--- config.mk ---
export PLATFORM = sky130hd
export DESIGN_NAME = lod_front
export DESIGN_NICKNAME = d
export VERILOG_FILES = /design/src/hdl/level_of_detail_selector_assert.svh /design/src/hdl/lod_pkg.sv /design/src/hdl/lod_front.sv
export SDC_FILE = /design/constraint.sdc
export NUM_CORES = 1
export LEC_CHECK = 0
export BUFFER_PORTS_ARGS = -buffer_cell sky130_fd_sc_hd__buf_2
export CAP_MARGIN = 20
export CORE_MARGIN = 2
export CORE_UTILIZATION = 45
export CTS_BUF_LIST = sky130_fd_sc_hd__clkbuf_2
export DETAILED_ROUTE_END_ITERATION = 12
export PLACE_DENSITY = 0.81
export REMOVE_ABC_BUFFERS = 1
export SKIP_CTS_REPAIR_TIMING = 1
export SLEW_MARGIN = 20
export SYNTH_ARGS = -nofsm -noshare
export SYNTH_HDL_FRONTEND = slang
export SYNTH_SLANG_ARGS = --single-unit
--- constraint.sdc ---
create_clock -name clk -period 13.36 [get_ports clk]
set_clock_uncertainty 0.2 [all_clocks]
set_input_delay 0.668 -clock clk [delete_from_list [all_inputs] [get_ports clk]]
set_output_delay 0.668 -clock clk [all_outputs]
set_load 0.05 [all_outputs]
--- src/hdl/level_of_detail_selector_assert.svh ---
// assertion macros for the level of detail selector
`ifndef LEVEL_OF_DETAIL_SELECTOR_ASSERT_SVH
`define LEVEL_OF_DETAIL_SELECTOR_ASSERT_SVH
`ifndef NO_ASSERTIONS
`define LOD_ASSERT_IMP(label, clk, rst, a, c) \
  label: assert property (@(posedge clk) disable iff (rst) (a) |-> (c)) \
    else $error("assertion failed");
`define LOD_ASSERT_NEXT(label, clk, rst, a, c) \
  label: assert property (@(posedge clk) disable iff (rst) (a) |=> (c)) \
    else $error("assertion failed");
`else
`define LOD_ASSERT_IMP(label, clk, rst, a, c)
`define LOD_ASSERT_NEXT(label, clk, rst, a, c)
`endif
`endif

--- src/hdl/lod_pkg.sv ---
`timescale 1ns / 1ps
package lod_pkg;
  localparam int NumRegs = 8;
  localparam int CfgIdxBits = 3;
  localparam int CfgDataBits = 51;
  localparam logic [1:0] LevelCoarse = 2'd0;
  localparam logic [1:0] LevelMedium = 2'd1;
  localparam logic [1:0] LevelFine = 2'd2;
  localparam logic [16:0] QualityOne = 17'd65536;

  typedef enum logic [2:0] {
    REG_FAR = 3'd0, REG_NEAR = 3'd1, REG_TARGET = 3'd2, REG_QUALITY = 3'd3,
    REG_PERIOD = 3'd4, REG_ADAPTIVE = 3'd5, REG_COSTS = 3'd6, REG_ACCS = 3'd7
  } reg_idx_t;
endpackage

--- src/hdl/lod_front.sv ---
`timescale 1ns / 1ps
// accepts frames, forms the squared distance with one shared multiplier,
// and pushes the job into a two-entry queue
module lod_front import lod_pkg::*; #(
  parameter int PB = 24,
  parameter int TB = 16,
  parameter int JW = 8
) (
  input  logic clk,
  input  logic rst,
  input  logic in_valid,
  output logic in_ready,
  input  logic signed [PB-1:0] vx, vy, vz, ox, oy, oz,
  input  logic [TB-1:0] ft,
  output logic q_valid,
  input  logic q_ready,
  output logic [JW-1:0] q_data
);
  typedef enum logic [1:0] {F_IDLE, F_MUL, F_PUSH} fst_t;
  fst_t st;
  logic [1:0] k;
  logic [PB:0] d [3];
  logic [2*PB+3:0] acc;
  logic [TB-1:0] ftr;
  logic [2*PB+1:0] prod;
  logic [JW-1:0] ent [2];
  logic wp, rp;
  logic [1:0] cnt;
  logic push;

  assign prod = d[k] * d[k];
  assign push = (st == F_PUSH) && (cnt != 2'd2);
  assign in_ready = (st == F_IDLE);
  assign q_valid = (cnt != 2'd0);
  assign q_data = ent[rp];

  always_ff @(posedge clk) begin
    if (rst) begin
      st <= F_IDLE;
      k <= 2'd0;
    end else begin
      unique case (st)
        F_IDLE: if (in_valid) begin
          st <= F_MUL;
          k <= 2'd0;
        end
        F_MUL: if (k == 2'd2) st <= F_PUSH; else k <= k + 2'd1;
        F_PUSH: if (push) st <= F_IDLE;
        default: st <= F_IDLE;
      endcase
    end
  end

  always_ff @(posedge clk) begin
    if (st == F_IDLE && in_valid) begin
      d[0] <= (vx > ox) ? (PB+1)'($signed({vx[PB-1], vx}) - $signed({ox[PB-1], ox}))
                        : (PB+1)'($signed({ox[PB-1], ox}) - $signed({vx[PB-1], vx}));
      d[1] <= (vy > oy) ? (PB+1)'($signed({vy[PB-1], vy}) - $signed({oy[PB-1], oy}))
                        : (PB+1)'($signed({oy[PB-1], oy}) - $signed({vy[PB-1], vy}));
      d[2] <= (vz > oz) ? (PB+1)'($signed({vz[PB-1], vz}) - $signed({oz[PB-1], oz}))
                        : (PB+1)'($signed({oz[PB-1], oz}) - $signed({vz[PB-1], vz}));
      ftr <= ft;
      acc <= '0;
    end else if (st == F_MUL) begin
      acc <= acc + (2*PB+4)'(prod);
    end
  end

  always_ff @(posedge clk) begin
    if (push) ent[wp] <= {ftr, acc};
  end

  always_ff @(posedge clk) begin
    if (rst) begin
      wp <= 1'b0;
      rp <= 1'b0;
      cnt <= 2'd0;
    end else begin
      if (push) wp <= ~wp;
      if (q_valid && q_ready) rp <= ~rp;
      cnt <= cnt + {1'b0, push} - {1'b0, q_valid && q_ready};
    end
  end
endmodule

==> results.ini <==
[outcome]
status=complete, no violations

[finish]
fin_nets=1100
area_growth_pct=17.1
drive_above_1_share=0.231
fillers=1204
fin_cells=968
multi_input_area_mm2=0.00391
num_antenna_cells=0
register_area_mm2=0.00149
fin_util=0.546

[clock_tree]
clkSinkCount=56
cts_tree=done
cts_buffers=5
h-tree-depth=2
cts_root_buf=clkbuf_2
clk_pin_slew_ns=0.26
cts.path.max_buffers=2
clock_latency_ns=0.44

[drt]
drt_iter0_drc=140
drtPass1Iterations=4
wl_um=10900
drcViolationCount=0
vias=4689
routed_via_density=4.84
wl_per_cell_um=11.3
ant_nets=0

[placement]
place_congestion=0.834
dp_cells=960
place_hpwl_um=9870
numPortBuffers=157

[flow_run]
maxCapViolCount=0

[power]
power_leakage_nw=3.75
irDropWorstVdd_uv=64.3
total_power_mw=0.743
p_per_area_mw_per_mm2=107

[worst_setup_path]
slowest_delay_ns=0.63
critPathKind=reg2reg
cp_cell_sequence=mux2i_1, o21a_1, inv_1, nand2_1, inv_1, fa_1, fa_1, ha_1, ha_1, inv_1, fa_1, inv_1, ha_1, a21o_1, a21oi_1, xnor2_1, xnor2_1, o21ai_0
crit_fanout=7
cpMostUsedCell=inv_1
timing.reg2reg.worst_path_depth=18
arrival_ns=5.20
cp-start-kind=register
endpoint=acc[7]
regToRegSetupSlack_ns=8.31
worstSetupEndpointType=register
required_ns=13.51
crit_path_top_delay_cell=dfxtp_1
rr_endpoint=acc[7]

[grt]
globalRoute.busiestLayer=met2
use_met2=0.318
grtUsageMet3=0.0328
grt_pass1_wl_um=19400
antenna_found_initial=0
grt-ovfl-total=0
grt_pass1_vias=4756
groute.layer.met1.usage=0.175
track_usage=0.161
grt_max_degree=22

[sta]
min_period_ns=5.05
slew_violations=0
fmax_mhz=198
final_hold_viol_count=0
setup_tns_ns=0
fin_crit_sh=0.378
final-setup-viol-count=0
tightestPinTransition_ns=0.916
whs_ns=0.283
rsz0062_at_grt=false
max_slew_margin=0.390

[die]
core_area_mm2=0.0127
die_h_um=119
fp.dieW_um=119
start_util=0.466
ioPinCount=174
die_area_mm2=0.0141
rows=41

[worst_hold_path]
min_from=rst
min_path_type=in2reg
whs_path_depth=2

[logic_synthesis]
syn_area_mm2=0.00593
ys.flop_type=edfxtp_1
synth-edff-count=37
ys_warn_count=0
ys_types=48
synthCells=638
avgSynthCellArea_um2=9.29
async_flop_share=0
yosysSeqAreaShare=0.252
synth_seq_cells=56

## critical path, delay by kind of cell (launching register included)
family | cells | cell delay (ns)
adder cells (fa/ha/maj) | 6 | 2.40
AO/OA/AOI/OAI | 4 | 0.70
flip-flops | 1 | 0.63
multiplexers | 1 | 0.32
buffers and inverters | 4 | 0.29
XOR/XNOR | 2 | 0.28
AND/OR/NAND/NOR | 1 | 0.15
## cells in the mapped netlist, types with 2 or more instances
| cell | n | area, um2 |
|---|---|---|
| a211oi_1 | 4 | 30.0 |
| a21o_1 | 21 | 158 |
| a21oi_1 | 36 | 180 |
| a221oi_1 | 2 | 17.5 |
| a22o_1 | 4 | 35.0 |
| a22oi_1 | 3 | 22.5 |
| and2_1 | 2 | 12.5 |
| and3_1 | 2 | 12.5 |
| clkbuf_1 | 6 | 22.5 |
| dfxtp_1 | 19 | 380 |
| edfxtp_1 | 37 | 1110 |
| fa_1 | 20 | 400 |
| ha_1 | 121 | 1510 |
| inv_1 | 133 | 499 |
| mux2_2 | 8 | 90.1 |
| mux2i_1 | 26 | 260 |
| nand2_1 | 28 | 105 |
| nand2b_1 | 11 | 68.8 |
| nand3_1 | 8 | 40.0 |
| nand3_2 | 2 | 20.0 |
| nand4_1 | 9 | 56.3 |
| nor2_1 | 29 | 109 |
| nor2b_1 | 18 | 113 |
| nor3_1 | 3 | 15.0 |
| o211ai_1 | 3 | 22.5 |
| o21a_1 | 7 | 52.6 |
| o21ai_0 | 23 | 115 |
| o21ai_1 | 4 | 20.0 |
| or2_2 | 2 | 12.5 |
| xnor2_1 | 17 | 149 |
| xor2_1 | 13 | 114 |
## flip-flops by register name (all words and copies together), names as in the netlist, named ones only
name and flops:
acc 8, cnt 2, d 21, ent 16, k 2, rp 1, st 2, wp 1
## area by class of cell
| class | count | share of cell area |
|---|---|---|
| Clock buffer | 6 | 0.00433 |
| Clock inverter | 2 | 0.00162 |
| Inverter | 133 | 0.0719 |
| Multi-Input combinational cell | 442 | 0.563 |
| Sequential cell | 56 | 0.215 |
| Tap cell | 172 | 0.0310 |
| Timing Repair Buffer | 157 | 0.113 |
## where the power goes
part / internal [mW] / switching, mW / total, mW
clock network: 0.0137 / 0.0486 / 0.0622
logic: 0.209 / 0.235 / 0.444
registers: 0.218 / 0.0193 / 0.237
## layout by cell type, fill, tap and decap left out, types with 3 or more instances in the layout
cell type  instances
a211oi_1           4
a21o_1            21
a21oi_1           36
a22o_1             4
a22oi_1            3
buf_2            157
clkbuf_2           6
dfxtp_1           19
edfxtp_1          37
fa_1              20
ha_1             121
inv_1            133
mux2_2             8
mux2i_1           26
nand2_1           28
nand2b_1          11
nand3_1            8
nand4_1            9
nor2_1            29
nor2b_1           18
nor3_1             3
o211ai_1           3
o21a_1             7
o21ai_0           23
o21ai_1            4
xnor2_1           17
xor2_1            13
## cells by family (layout without fill, tap and decap cells)
logic type      Yosys count  after routing  synth area share
mux                      34             34            0.0591
xor+xnor                 30             30            0.0443
compound gates          117            117             0.130
simple gates            120            120             0.103
fa+ha+maj               141            141             0.323
flops                    56             56             0.252
buf+inv                 140            298            0.0889
## metal layers
| layer | share of wire | vias up | wire (um) |
|---|---|---|---|
| met1 | 0.41 | 2132 | 4510 |
| li1 | - | 2457 | - |
| met5 | 0 | - | 0 |
| met2 | 0.53 | 87 | 5800 |
| met3 | 0.045 | 13 | 489 |
| met4 | 0.010 | 0 | 114 |
## worst min-delay path by stage
| stage | endpoint | slack (ns) |
|---|---|---|
| after global routing | cnt[0] | 0.26 |
| after CTS | cnt[1] | 0.28 |
| after global placement | ent[0][6] | 0.26 |
| final | cnt[0] | 0.28 |
| after detailed placement | ent[0][6] | 0.28 |
| after floorplan | ent[0][6] | 0.25 |
## stage by stage
| stage | setup WS [ns] | area, um2 |
|---|---|---|
| floorplan | 8.79 | 5900 |
| finish | 8.31 | 6940 |
| global placement | 8.42 | 6900 |
| global route | 8.03 | 6940 |
| detailed placement | 8.36 | 6900 |
| CTS | 8.31 | 6940 |
Power figures use the tool's default switching activity.
